===== src/rtl/core/swenc_pkg.sv =====
`default_nettype none

package swenc_pkg;

    // field widths of the two channels
    localparam int KIND_W  = 5;
    localparam int VALUE_W = 33;
    localparam int SYM_W   = 2;

    // widest magnitude the symbol run can carry
    localparam int MAG_LIMIT = 32;

    typedef logic [SYM_W-1:0]  t_sym;
    typedef logic [KIND_W-1:0] t_kind;
    typedef logic [2:0]        t_sel;

    // emitted symbols
    localparam t_sym SYM_SP  = 2'd0;
    localparam t_sym SYM_TAB = 2'd1;
    localparam t_sym SYM_LF  = 2'd2;

    // opcodes
    localparam t_kind OP_PUSH   = 5'd0;
    localparam t_kind OP_DUPE   = 5'd1;
    localparam t_kind OP_COPY   = 5'd2;
    localparam t_kind OP_SWAP   = 5'd3;
    localparam t_kind OP_DROP   = 5'd4;
    localparam t_kind OP_SLIDE  = 5'd5;
    localparam t_kind OP_ADD    = 5'd6;
    localparam t_kind OP_SUB    = 5'd7;
    localparam t_kind OP_MUL    = 5'd8;
    localparam t_kind OP_DIV    = 5'd9;
    localparam t_kind OP_MOD    = 5'd10;
    localparam t_kind OP_STORE  = 5'd11;
    localparam t_kind OP_FETCH  = 5'd12;
    localparam t_kind OP_MARK   = 5'd13;
    localparam t_kind OP_CALL   = 5'd14;
    localparam t_kind OP_JMP    = 5'd15;
    localparam t_kind OP_JZ     = 5'd16;
    localparam t_kind OP_JN     = 5'd17;
    localparam t_kind OP_RET    = 5'd18;
    localparam t_kind OP_END    = 5'd19;
    localparam t_kind OP_PRINTC = 5'd20;
    localparam t_kind OP_PRINTI = 5'd21;
    localparam t_kind OP_READC  = 5'd22;
    localparam t_kind OP_READI  = 5'd23;
    localparam t_kind OP_COUNT  = 5'd24;

    // output symbol source
    localparam t_sel SEL_PFX  = 3'd0;
    localparam t_sel SEL_SIGN = 3'd1;
    localparam t_sel SEL_BIT  = 3'd2;
    localparam t_sel SEL_LF   = 3'd3;
    localparam t_sel SEL_ERR  = 3'd4;

    // controller to datapath
    typedef struct packed {
        logic load;
        logic adv_pfx;
        logic shift;
        t_sel sel;
        logic last;
        logic bad;
    } t_cmd;

    // datapath to controller
    typedef struct packed {
        logic bad;
        logic takes_arg;
        logic pfx_last;
        logic bit_last;
        logic mag_ready;
    } t_stat;

    // ops that append a signed argument
    function automatic logic takes_arg(input t_kind kind);
        logic res;
        case (kind) inside
            OP_PUSH, OP_COPY, OP_SLIDE, OP_MARK,
            OP_CALL, OP_JMP, OP_JZ, OP_JN: res = 1'b1;
            default:                       res = 1'b0;
        endcase
        return res;
    endfunction

    // index of the final prefix symbol (length minus one)
    function automatic logic [1:0] pfx_end(input t_kind kind);
        logic [1:0] res;
        case (kind) inside
            OP_PUSH:                                          res = 2'd1;
            OP_ADD, OP_SUB, OP_MUL, OP_DIV, OP_MOD,
            OP_PRINTC, OP_PRINTI, OP_READC, OP_READI:         res = 2'd3;
            default:                                          res = 2'd2;
        endcase
        return res;
    endfunction

    // prefix symbols, first symbol in the top bits
    function automatic logic [4*SYM_W-1:0] pfx_word(input t_kind kind);
        logic [4*SYM_W-1:0] res;
        case (kind)
            OP_PUSH:   res = {SYM_SP,  SYM_SP,  SYM_SP,  SYM_SP };
            OP_DUPE:   res = {SYM_SP,  SYM_LF,  SYM_SP,  SYM_SP };
            OP_COPY:   res = {SYM_SP,  SYM_TAB, SYM_SP,  SYM_SP };
            OP_SWAP:   res = {SYM_SP,  SYM_LF,  SYM_TAB, SYM_SP };
            OP_DROP:   res = {SYM_SP,  SYM_LF,  SYM_LF,  SYM_SP };
            OP_SLIDE:  res = {SYM_SP,  SYM_TAB, SYM_LF,  SYM_SP };
            OP_ADD:    res = {SYM_TAB, SYM_SP,  SYM_SP,  SYM_SP };
            OP_SUB:    res = {SYM_TAB, SYM_SP,  SYM_SP,  SYM_TAB};
            OP_MUL:    res = {SYM_TAB, SYM_SP,  SYM_SP,  SYM_LF };
            OP_DIV:    res = {SYM_TAB, SYM_SP,  SYM_TAB, SYM_SP };
            OP_MOD:    res = {SYM_TAB, SYM_SP,  SYM_TAB, SYM_TAB};
            OP_STORE:  res = {SYM_TAB, SYM_TAB, SYM_SP,  SYM_SP };
            OP_FETCH:  res = {SYM_TAB, SYM_TAB, SYM_TAB, SYM_SP };
            OP_MARK:   res = {SYM_LF,  SYM_SP,  SYM_SP,  SYM_SP };
            OP_CALL:   res = {SYM_LF,  SYM_SP,  SYM_TAB, SYM_SP };
            OP_JMP:    res = {SYM_LF,  SYM_SP,  SYM_LF,  SYM_SP };
            OP_JZ:     res = {SYM_LF,  SYM_TAB, SYM_SP,  SYM_SP };
            OP_JN:     res = {SYM_LF,  SYM_TAB, SYM_TAB, SYM_SP };
            OP_RET:    res = {SYM_LF,  SYM_TAB, SYM_LF,  SYM_SP };
            OP_END:    res = {SYM_LF,  SYM_LF,  SYM_LF,  SYM_SP };
            OP_PRINTC: res = {SYM_TAB, SYM_LF,  SYM_SP,  SYM_SP };
            OP_PRINTI: res = {SYM_TAB, SYM_LF,  SYM_SP,  SYM_TAB};
            OP_READC:  res = {SYM_TAB, SYM_LF,  SYM_TAB, SYM_SP };
            OP_READI:  res = {SYM_TAB, SYM_LF,  SYM_TAB, SYM_TAB};
            default:   res = {SYM_SP,  SYM_SP,  SYM_SP,  SYM_SP };
        endcase
        return res;
    endfunction

    // one prefix symbol by position
    function automatic t_sym pfx_sym(input t_kind kind, input logic [1:0] idx);
        logic [4*SYM_W-1:0] word;
        t_sym               res;
        word = pfx_word(kind);
        case (idx)
            2'd0:    res = word[4*SYM_W-1:3*SYM_W];
            2'd1:    res = word[3*SYM_W-1:2*SYM_W];
            2'd2:    res = word[2*SYM_W-1:SYM_W];
            default: res = word[SYM_W-1:0];
        endcase
        return res;
    endfunction

endpackage

`default_nettype wire


===== src/rtl/core/swenc_in_if.sv =====
`default_nettype none

interface swenc_in_if import swenc_pkg::*; ();
    logic                      valid;
    logic                      ready;
    logic [KIND_W-1:0]         kind;
    logic signed [VALUE_W-1:0] value;

    modport source (output valid, kind, value, input ready);
    modport sink   (input valid, kind, value, output ready);
endinterface

`default_nettype wire


===== src/rtl/core/swenc_out_if.sv =====
`default_nettype none

interface swenc_out_if import swenc_pkg::*; ();
    logic             valid;
    logic             ready;
    logic [SYM_W-1:0] symbol;
    logic             last;
    logic             bad_op;

    modport source (output valid, symbol, last, bad_op, input ready);
    modport sink   (input valid, symbol, last, bad_op, output ready);
endinterface

`default_nettype wire


===== src/rtl/core/swenc_ctrl.sv =====
`default_nettype none

module swenc_ctrl import swenc_pkg::*; (
    input  wire   i_clk,
    input  wire   i_rst_n,
    input  wire   i_in_valid,
    output logic  o_in_ready,
    output logic  o_out_valid,
    input  wire   i_out_ready,
    input  t_stat i_stat,
    output t_cmd  o_cmd
);

    localparam logic [2:0] ST_IDLE = 3'd0;
    localparam logic [2:0] ST_CHK  = 3'd1;
    localparam logic [2:0] ST_PFX  = 3'd2;
    localparam logic [2:0] ST_SIGN = 3'd3;
    localparam logic [2:0] ST_BITS = 3'd4;
    localparam logic [2:0] ST_LF   = 3'd5;
    localparam logic [2:0] ST_ERR  = 3'd6;

    logic [2:0] r_state;
    logic [2:0] n_state;
    logic       w_take;

    assign w_take = o_out_valid && i_out_ready;

    // sequence one instruction: check, then an error word, or prefix and, for argument ops, sign, bits, linefeed
    always_comb begin
        n_state       = r_state;
        o_in_ready    = 1'b0;
        o_out_valid   = 1'b0;
        o_cmd         = '0;
        o_cmd.sel     = SEL_ERR;
        unique case (r_state)
            ST_IDLE: begin
                o_in_ready = 1'b1;
                if (i_in_valid) begin
                    o_cmd.load = 1'b1;
                    n_state    = ST_CHK;
                end
            end
            ST_CHK: begin
                n_state = i_stat.bad ? ST_ERR : ST_PFX;
            end
            ST_ERR: begin
                o_out_valid = 1'b1;
                o_cmd.sel   = SEL_ERR;
                o_cmd.last  = 1'b1;
                o_cmd.bad   = 1'b1;
                if (w_take) begin
                    n_state = ST_IDLE;
                end
            end
            ST_PFX: begin
                o_out_valid = 1'b1;
                o_cmd.sel   = SEL_PFX;
                o_cmd.last  = i_stat.pfx_last && !i_stat.takes_arg;
                if (w_take) begin
                    o_cmd.adv_pfx = 1'b1;
                    if (i_stat.pfx_last) begin
                        n_state = i_stat.takes_arg ? ST_SIGN : ST_IDLE;
                    end
                end
            end
            ST_SIGN: begin
                o_out_valid = 1'b1;
                o_cmd.sel   = SEL_SIGN;
                if (w_take) begin
                    n_state = ST_BITS;
                end
            end
            ST_BITS: begin
                // hold until the leading-zero scan is done
                o_out_valid = i_stat.mag_ready;
                o_cmd.sel   = SEL_BIT;
                if (w_take) begin
                    o_cmd.shift = 1'b1;
                    if (i_stat.bit_last) begin
                        n_state = ST_LF;
                    end
                end
            end
            ST_LF: begin
                o_out_valid = 1'b1;
                o_cmd.sel   = SEL_LF;
                o_cmd.last  = 1'b1;
                if (w_take) begin
                    n_state = ST_IDLE;
                end
            end
            default: begin
                n_state = ST_IDLE;
            end
        endcase
    end

    always_ff @(posedge i_clk) begin
        if (!i_rst_n) begin
            r_state <= ST_IDLE;
        end else begin
            r_state <= n_state;
        end
    end

`ifndef SYNTHESIS
    a_no_overlap: assert property (@(posedge i_clk) disable iff (!i_rst_n)
        o_in_ready |-> !o_out_valid)
        else $error("input ready while a word is offered");

    a_check_gap: assert property (@(posedge i_clk) disable iff (!i_rst_n)
        (i_in_valid && o_in_ready) |=> !o_out_valid)
        else $error("word offered in the cycle after accept");

    a_last_idle: assert property (@(posedge i_clk) disable iff (!i_rst_n)
        (w_take && o_cmd.last) |=> o_in_ready)
        else $error("not idle after the final word");

    a_bad_last: assert property (@(posedge i_clk) disable iff (!i_rst_n)
        (o_out_valid && o_cmd.bad) |-> o_cmd.last)
        else $error("error word is not the final word");
`endif

endmodule

`default_nettype wire


===== src/rtl/core/swenc_dp.sv =====
`default_nettype none

module swenc_dp import swenc_pkg::*; #(
    parameter int VALUE_BITS = 32
) (
    input  wire                       i_clk,
    input  wire                       i_rst_n,
    input  t_cmd                      i_cmd,
    input  wire [KIND_W-1:0]          i_kind,
    input  wire signed [VALUE_W-1:0]  i_value,
    output t_stat                     o_stat,
    output logic [SYM_W-1:0]          o_symbol,
    output logic                      o_last,
    output logic                      o_bad_op
);

    localparam int MAG_W = (VALUE_BITS < MAG_LIMIT) ? VALUE_BITS : MAG_LIMIT;
    localparam int CNT_W = $clog2(MAG_W + 1);

    logic [VALUE_W-1:0] w_raw;
    logic [VALUE_W-1:0] w_mag;
    logic               w_ovf;

    t_kind              r_kind;
    logic               r_neg;
    logic               r_ovf;
    logic [MAG_W-1:0]   r_mag;
    logic [MAG_W-1:0]   n_mag;
    logic [CNT_W-1:0]   r_cnt;
    logic [CNT_W-1:0]   n_cnt;
    logic               r_norm;
    logic               n_norm;
    logic [1:0]         r_idx;
    logic [1:0]         n_idx;

    // magnitude of the argument and its overflow past the bit budget
    assign w_raw = $unsigned(i_value);
    assign w_mag = w_raw[VALUE_W-1] ? (VALUE_W'(0) - w_raw) : w_raw;
    assign w_ovf = |(w_mag >> MAG_W);

    // scan off leading zeros one bit a cycle, then shift out on command
    always_comb begin
        n_mag  = r_mag;
        n_cnt  = r_cnt;
        n_norm = r_norm;
        n_idx  = r_idx;
        if (i_cmd.load) begin
            n_mag  = w_mag[MAG_W-1:0];
            n_cnt  = CNT_W'(MAG_W);
            n_norm = 1'b0;
            n_idx  = 2'd0;
        end else begin
            if (!r_norm) begin
                if (r_cnt == CNT_W'(1) || r_mag[MAG_W-1]) begin
                    n_norm = 1'b1;
                end else begin
                    n_mag = r_mag << 1;
                    n_cnt = r_cnt - CNT_W'(1);
                end
            end else if (i_cmd.shift) begin
                n_mag = r_mag << 1;
                n_cnt = r_cnt - CNT_W'(1);
            end
            if (i_cmd.adv_pfx) begin
                n_idx = r_idx + 2'd1;
            end
        end
    end

    // hold the instruction payload
    always_ff @(posedge i_clk) begin
        if (i_cmd.load) begin
            r_kind <= i_kind;
            r_neg  <= w_raw[VALUE_W-1];
            r_ovf  <= w_ovf;
        end
        r_mag <= n_mag;
    end

    always_ff @(posedge i_clk) begin
        if (!i_rst_n) begin
            r_cnt  <= '0;
            r_norm <= 1'b0;
            r_idx  <= 2'd0;
        end else begin
            r_cnt  <= n_cnt;
            r_norm <= n_norm;
            r_idx  <= n_idx;
        end
    end

    // status for the controller
    always_comb begin
        o_stat.takes_arg = takes_arg(r_kind);
        o_stat.bad       = (r_kind >= OP_COUNT) || (takes_arg(r_kind) && r_ovf);
        o_stat.pfx_last  = (r_idx == pfx_end(r_kind));
        o_stat.bit_last  = (r_cnt == CNT_W'(1));
        o_stat.mag_ready = r_norm;
    end

    // select the symbol on offer
    always_comb begin
        unique case (i_cmd.sel)
            SEL_PFX:  o_symbol = pfx_sym(r_kind, r_idx);
            SEL_SIGN: o_symbol = r_neg ? SYM_TAB : SYM_SP;
            SEL_BIT:  o_symbol = r_mag[MAG_W-1] ? SYM_TAB : SYM_SP;
            SEL_LF:   o_symbol = SYM_LF;
            default:  o_symbol = SYM_SP;
        endcase
    end

    assign o_last   = i_cmd.last;
    assign o_bad_op = i_cmd.bad;

endmodule

`default_nettype wire


===== src/rtl/core/stack_op_whitespace_encoder.sv =====
// Encodes one stack-machine instruction as a run of whitespace symbols.
// Input channel i_in carries kind (opcode) and a signed 33-bit value; a word
// is taken when valid and ready are both high. Output channel o_out carries
// one symbol per word (0 space, 1 tab, 2 linefeed), with last on the final
// symbol of the run and bad_op on an error word.
// An invalid opcode, or an argument whose magnitude needs more than
// VALUE_BITS (at most 32) bits, gives a single space word with last and
// bad_op set and no prefix.
// One instruction is handled at a time: ready is high only while idle.
// The first symbol is offered after accept once the check state has passed,
// then one symbol per cycle while the receiver takes them and, for magnitude
// bits, once the scan is done. A run is 2 to 4 prefix symbols, plus sign,
// magnitude bits and linefeed for argument ops. The leading-zero scan of the
// magnitude drops one bit a cycle, overlapped with check, prefix and sign;
// small magnitudes can make the first magnitude bit wait for the scan.
// A stalled receiver holds the offered word unchanged. Reset returns the
// controller to idle and drops any run in progress.
`default_nettype none

module stack_op_whitespace_encoder import swenc_pkg::*; #(
    parameter int VALUE_BITS = 32
) (
    input  wire          i_clk,
    input  wire          i_rst_n,
    swenc_in_if.sink     i_in,
    swenc_out_if.source  o_out
);

    t_cmd  w_cmd;
    t_stat w_stat;

    swenc_ctrl u_ctrl (
        .i_clk       (i_clk),
        .i_rst_n     (i_rst_n),
        .i_in_valid  (i_in.valid),
        .o_in_ready  (i_in.ready),
        .o_out_valid (o_out.valid),
        .i_out_ready (o_out.ready),
        .i_stat      (w_stat),
        .o_cmd       (w_cmd)
    );

    swenc_dp #(
        .VALUE_BITS (VALUE_BITS)
    ) u_dp (
        .i_clk    (i_clk),
        .i_rst_n  (i_rst_n),
        .i_cmd    (w_cmd),
        .i_kind   (i_in.kind),
        .i_value  (i_in.value),
        .o_stat   (w_stat),
        .o_symbol (o_out.symbol),
        .o_last   (o_out.last),
        .o_bad_op (o_out.bad_op)
    );

endmodule

`default_nettype wire

===== src/flat_wrapper.sv =====
// flat-port wrapper written by rule: the top's interface ports become plain ports
module stack_op_whitespace_encoder_flat import swenc_pkg::*;
#(
    parameter int VALUE_BITS = 32
)
  (i_clk, i_rst_n, i_in_valid, i_in_kind, i_in_value, i_in_ready, o_out_valid, o_out_symbol, o_out_last, o_out_bad_op, o_out_ready);
  swenc_in_if i_in_i ();
  swenc_out_if o_out_i ();
  input  wire i_clk;
  input  wire i_rst_n;
  input wire logic [$bits(i_in_i.valid)-1:0] i_in_valid;
  input wire logic [$bits(i_in_i.kind)-1:0] i_in_kind;
  input wire logic [$bits(i_in_i.value)-1:0] i_in_value;
  output wire logic [$bits(i_in_i.ready)-1:0] i_in_ready;
  output wire logic [$bits(o_out_i.valid)-1:0] o_out_valid;
  output wire logic [$bits(o_out_i.symbol)-1:0] o_out_symbol;
  output wire logic [$bits(o_out_i.last)-1:0] o_out_last;
  output wire logic [$bits(o_out_i.bad_op)-1:0] o_out_bad_op;
  input wire logic [$bits(o_out_i.ready)-1:0] o_out_ready;
  assign i_in_i.valid = i_in_valid;
  assign i_in_i.kind = i_in_kind;
  assign i_in_i.value = i_in_value;
  assign i_in_ready = i_in_i.ready;
  assign o_out_valid = o_out_i.valid;
  assign o_out_symbol = o_out_i.symbol;
  assign o_out_last = o_out_i.last;
  assign o_out_bad_op = o_out_i.bad_op;
  assign o_out_i.ready = o_out_ready;
  stack_op_whitespace_encoder #(.VALUE_BITS(VALUE_BITS)) u_core (.i_clk(i_clk), .i_rst_n(i_rst_n), .i_in(i_in_i), .o_out(o_out_i));
endmodule

===== config.mk =====
export PLATFORM = sky130hd
export DESIGN_NAME = stack_op_whitespace_encoder_flat
export DESIGN_NICKNAME = d
export VERILOG_FILES = /design/src/rtl/core/swenc_pkg.sv /design/src/rtl/core/swenc_in_if.sv /design/src/rtl/core/swenc_out_if.sv /design/src/rtl/core/swenc_ctrl.sv /design/src/rtl/core/swenc_dp.sv /design/src/rtl/core/stack_op_whitespace_encoder.sv /design/src/flat_wrapper.sv
export SDC_FILE = /design/constraint.sdc
export NUM_CORES = 1
export LEC_CHECK = 0
export ABC_AREA = 1
export BUFFER_PORTS_ARGS = -buffer_cell sky130_fd_sc_hd__buf_2
export CELL_PAD_IN_SITES_DETAIL_PLACEMENT = 1
export CELL_PAD_IN_SITES_GLOBAL_PLACEMENT = 2
export CORE_MARGIN = 2
export CORE_UTILIZATION = 34
export DETAILED_ROUTE_END_ITERATION = 10
export PLACE_DENSITY = 0.84
export SYNTH_ARGS = -nofsm -noshare
export SYNTH_HDL_FRONTEND = slang
export SYNTH_SLANG_ARGS = --single-unit
export TNS_END_PERCENT = 30

===== constraint.sdc =====
create_clock -name i_clk -period 2.5 [get_ports i_clk]
set_input_delay 0.5 -clock i_clk [delete_from_list [all_inputs] [get_ports i_clk]]
set_output_delay 0.5 -clock i_clk [all_outputs]
set_load 0.03 [all_outputs]

== Word level (Yosys, flattened, before mapping) ==
Memory sizes are Yosys's and may differ from the RTL's. A register that Yosys moved wholly into a read port is not among the register bits.
Cells that the tools add are included.
Storage, ports and cells
  memories: 1
  logic and storage cells: 112
  input bits: 42
  output and inout bits: 6
  register bits: 51
  memory bits (read-only): 256
Memories
  (no name shown): words 32, width 8, rd ports 1, clocked after memory_dff 1, wr ports 0, line swenc_pkg.sv:101  | case (kind)
Cells by class
  multiplexer cells: 39
  equality and inequality tests: 40
  reduce and logical (&&, ||, !) cells: 18
  $lt $le $gt $ge: 1
  bitwise gates (word level): 1
  add/subtract/negate cells: 3
Operators with widths (number)
  two-way mux 32 bit: 5
  subtractor 1 x 33 -> 33 bit, first input constant: 1
  equality test 5 x 4 -> 1 bit, second input constant: 6
  equality test 5 bit, second input constant: 6
  two-way mux 3 bit: 8
  two-way mux 6 bit: 4
  case mux 3 bit (6 select lines): 1
  equality test 5 x 3 -> 1 bit, second input constant: 3
  inequality test 2 bit, second input constant: 7
  two-way mux 1 bit: 13
  equality test 3 x 2 -> 1 bit, second input constant: 4
  case mux 3 bit (4 select lines): 1
  equality test 3 bit, second input constant: 3
  OR reduction 9 bit: 1
  case mux 2 bit (4 select lines): 1
  OR reduction 8 bit: 1
  AND reduction 7 bit: 1
  equality test 3 x 1 -> 1 bit, second input constant: 2
  equality test 6 x 1 -> 1 bit, second input constant: 1
  zero test 3 bit: 2
  case mux 2 bit (3 select lines): 1
  subtractor 6 x 1 -> 6 bit, second input constant: 1
  equality test 5 x 2 -> 1 bit, second input constant: 1
  greater-or-equal comparator 5 bit, second input constant: 1
  other kinds (19): 27

== Logic depth before layout (Yosys ltp) ==
  depth in word-level cells: 9
  depth in mapped cells: 16
  gate-level depth less buffers: 14

== Modules after synthesis ==
Synthesis repeated with hierarchy kept, for this count alone.
Second synthesis, totals
  cells, all modules: 575
  area, all modules: 4180.3 um2
Modules (own cells, without submodules)
  swenc_dp: cells each 513, area an instance 3761.1 um2, seq. area each 1511.4 um2, times used 1
  swenc_ctrl: cells each 62, area an instance 419.2 um2, seq. area each 60.1 um2, times used 1

== Least setup slack after synthesis ==
Ideal clock, no wire load.
  path kind: register -> register
  start: reg u_core.u_ctrl.r_state[1]
  end: reg u_core.u_dp.r_mag[0], enable pin
  arrival time: 1825 ps
  path buffers: 3
  setup time: 389 ps
  data required time: 2111 ps
  cell stages (with the launch flop): 9
  setup slack: 286 ps
  clock period less this slack: 2214 ps
  path through: dfxtp_1 > buf_6 > clkinv_4 > nand2_4 > nor2_8 > nand2_4 > buf_6 > buf_2 > nand2_1
Between the ends
  cells in the longest elaborated chain, start to end: 8
  elaborated cells on any way between the ends: 15
  classes of those cells: eq/ne: 7; mux: 4; reduce/logical: 4
RTL lines
  start, declared: line swenc_ctrl.sv:22  | logic [2:0] r_state;
  start signal, assigned: line swenc_ctrl.sv:102  | r_state <= n_state;
  equality test 3 bit / equality test 3 x 2 -> 1 bit (equally long branches): line swenc_ctrl.sv:35  | unique case (r_state)
  OR reduction 4 bit (no source line)
  case mux 1 bit (2 select lines): line swenc_ctrl.sv:35
  logical AND 1 bit: line swenc_ctrl.sv:26  | assign w_take = o_out_valid && i_out_ready;
  two-way mux 1 bit: line swenc_ctrl.sv:77  | if (w_take) begin
  two-way mux 1 bit: line swenc_ctrl.sv:35
  inequality test 3 x 1 -> 1 bit (no source line)
  AND reduction 2 bit (no source line) *
  end signal, assigned: line swenc_dp.sv:77  | r_mag <= n_mag;
  end, declared: line swenc_dp.sv:27  | logic [MAG_W-1:0] r_mag;
Every way passes the cells marked *; elsewhere a longest branch is shown, timed or not.
A chain may end at the register's enable or synchronous reset.

== Worst setup path after layout ==
  start: reg u_core.u_ctrl.r_state[2]
  end: out o_out_symbol[1]
Between the ends
  cells in the longest elaborated chain, start to end: 4
  elaborated cells on any way between the ends: 10
  classes of those cells: eq/ne: 7; mux: 2; reduce/logical: 1
RTL lines
  equality test 3 bit / equality test 3 x 2 -> 1 bit (equally long branches): line swenc_ctrl.sv:35
  case mux 3 bit (4 select lines) *: line swenc_ctrl.sv:35
  equality test 3 x 2 -> 1 bit (tied with other cells): line swenc_dp.sv:103  | unique case (i_cmd.sel)
  case mux 2 bit (4 select lines) *: line swenc_dp.sv:103
  end, declared: line flat_wrapper.sv:16  | output wire logic [$bits(o_out_i.symbol)-1:0] o_out_symbol;
Marked as above.

==> impl_metrics.toml <==
[critical_path]
crit_buf_inv = 3
cpLargestDelayFamily = "buffers and inverters"
slowest_stage = "dfxtp_1"
crit_required_ns = 2.00
r2r_cells = 14
cpPeakStageDelay_ns = 0.41
cp-end-kind = "primary output"
r2r-start = "u_core.u_ctrl.r_state[0]"
crit_chain = "inv_1 > nand3_1 > inv_1 > o21ai_0 > o21ai_0 > buf_2"
startpoint_type = "register"
rrSetupSlack_ns = 0.47
cp_max_fo = 7
worst-setup-path-type = "reg -> out"
critical_path_arrival_ns = 1.87

[global_route]
grt.total_usage = 0.183
overflow = 0
antenna_found_initial = 0
grt_pass1_wl_um = 18500
grt_pass1_vias = 3878
grt_start_max_net_pins = 33

[timing]
final_hold_viol_count = 0
worst_pin_slew_ns = 0.525
layout_min_cycle_time_ns = 2.37
rsz0062_at_grt = "true"
fin_skew_ns = 0.00586
fmax_mhz = 422
finalCritPeriodShare = 0.948
final_max_slew_viol_count = 0
finalSetupViolations = 0
maxSlewHeadroom = 0.647

[place]
dp_cells = 725
gp_congestion = 0.836
dpl.hpwl_um = 8640
io_buffers = 47

[floorplanning]
fp.dieW_um = 112
dieHeight_um = 112
core_um2 = 11400
io_pins = 48
die_area_um2 = 12600
rows = 39
start_util = 0.349

[cells_and_area]
finalNonFillerCells = 743
syn2layout_area_growth_pct = 18.8
layout.nets = 648
drive_gt1_frac = 0.173
fin_util = 0.415
antenna_cells = 0

[route]
antenna_left = 0
routed_via_density = 5.06
drcViolationCount = 0
firstDrtPassIters = 4
drt_wl_total_um = 11200
detailedRoute.firstIterationViolations = 182
vias = 3760
wl_per_cell_um = 15.0

[logic_synthesis]
synth_area_um2 = 3990
ys_top_cells_by_count = "nand2_1 (169), nand3_1 (62), inv_1 (50)"
syn_inst = 542
ys_async_sr_fraction = 0
synth_seq_area_share = 0.394
synth_edf_count = 39
ys_ff_latch = 59
yosysMostFrequentCell = "nand2_1"
yosys_warnings = 0
yosys.area.top_type = "edfxtp_1"
syn_nets = 595
ys_types = 40
ys.flop_type = "edfxtp_1"
synth.top_cell.area_share = 0.294
yosys-top-cells-area = "edfxtp_1 (29%), nand2_1 (16%), dfxtp_1 (10%), nand3_1 (7.8%), inv_1 (4.7%)"
avgSynthCellArea_um2 = 7.36

[clock_network]
path_clk_slew_ns = 0.05
cts_tree = "built"
cts_sinks = 59
clockRootBuffer = "clkbuf_16"
clockBufferDepth = 2
h-tree-depth = 3
cts_buffers = 9
postCtsHoldBufs = 0
clkLatencyLatePin_ns = 0.34

[run_status]
status = "finished, final reports clean"

[min_path]
holdPathEnd = "u_core.u_dp.r_kind[0]"
min-delay-path-class = "in -> reg"
holdPathStages = 1
min_from = "i_in_kind[0]"

[power]
power.combinational.fraction = 0.386
p_switching_mw = 2.05
switching_share = 0.387
clkPwrFrac = 0.261
ir_drop_uv = 529
p_leak_nw = 2.17
seqPwrFrac = 0.354
power_density_nw_per_um2 = 1120
internal_power_mw = 3.24

[flow_run]
maxCapViolations = 0
cells by family (layout without fill, tap and decap cells):
family	after synthesis	count (layout)	synth area share
fa+ha+maj	11	11	0.0345
flops	59	59	0.394
xor+xnor	21	21	0.0461
buf+inv	70	128	0.0743
simple gates	311	311	0.347
compound gates	70	70	0.104
per-stage QoR:
step | hold slack [ns] | TNS (ns) | instance area (um^2) | setup WS [ns] | power (mW)
5_1_grt | 0.358 | -0.00388 | 4740 | -0.00388 | 5.66
6_report | 0.360 | 0 | 4740 | 0.130 | 5.29
2_1_floorplan | 0.443 | 0 | 3990 | 0.286 | 3.34
3_5_place_dp | 0.476 | 0 | 4370 | 0.349 | 3.92
3_3_place_gp | 0.471 | 0 | 4370 | 0.384 | 3.83
4_1_cts | 0.354 | 0 | 4720 | 0.0404 | 5.33
routing by layer:
| metal | vias to the layer above | track usage | wire, um |
|---|---|---|---|
| li1 | 1896 | - | - |
| met1 | 1795 | 0.238 | 5370 |
| met2 | 57 | 0.304 | 5250 |
| met3 | 12 | 0.0270 | 336 |
| met4 | 0 | 0.0756 | 199 |
| met5 | - | 0 | 0 |
power by group through the flow:
stage / clock [mW] / combinational (mW) / sequential (mW)
after floorplan: 0 / 1.54 / 1.80
after global placement: 0 / 1.97 / 1.87
after detailed placement: 0 / 2.03 / 1.88
after CTS: 1.40 / 2.05 / 1.88
after global routing: 1.44 / 2.30 / 1.92
final: 1.38 / 2.04 / 1.87
area by class of cell:
class | count | area [um^2]
Fill cell | 1457 | 6680
Multi-Input combinational cell | 413 | 2130
Sequential cell | 59 | 1570
Clock buffer | 13 | 303
Timing Repair Buffer | 55 | 298
Inverter | 57 | 221
Tap cell | 143 | 179
Clock inverter | 3 | 38.8
cell usage in the layout (no fill, tap or decap), types with 4 or more instances in the layout:
cell type	synthesis	final
buf_2	6	46
inv_1	50	50
buf_4	1	9
nand4_1	7	7
nor2_1	47	46
o21ai_0	33	33
nor2_2	3	4
nand3_1	62	62
inv_2	5	5
dfxtp_1	20	19
ha_1	11	11
xor2_1	21	21
a21oi_1	15	15
edfxtp_1	39	39
clkbuf_16	0	11
o21ai_1	5	5
nand2_1	169	169
worst max-delay path by stage:
stage | startpoint | end | slack, ns | depth (start not counted)
floorplan | u_core.u_ctrl.r_state[1] | u_core.u_dp.r_mag[0] | 0.29 | 8
CTS | u_core.u_dp.r_kind[3] | o_out_last | 0.04 | 8
global route | u_core.u_ctrl.r_state[2] | o_out_symbol[1] | -0.004 | 6
finish | u_core.u_ctrl.r_state[2] | o_out_symbol[1] | 0.13 | 6
detailed placement | i_in_value[0] | u_core.u_dp.r_mag[30] | 0.35 | 10
global placement | u_core.u_ctrl.r_state[1] | register | 0.38 | 14
worst reg2reg max path: cells and delay by family, from the launching register on:
family,cells,cell delay (ns)
flops,1,0.45
simple gates,8,0.77
compound gates,2,0.18
buf+inv,3,0.32
fa+ha+maj,1,0.21
timing repair:
| action | in CTS | in global routing |
|---|---|---|
| buffers inserted | 0 | 2 |
| resized for setup | 0 | 4 |
| hold endpoints to repair | 0 | 0 |
| setup endpoints to repair | 0 | 2 |
Power figures use the tool's default switching activity.
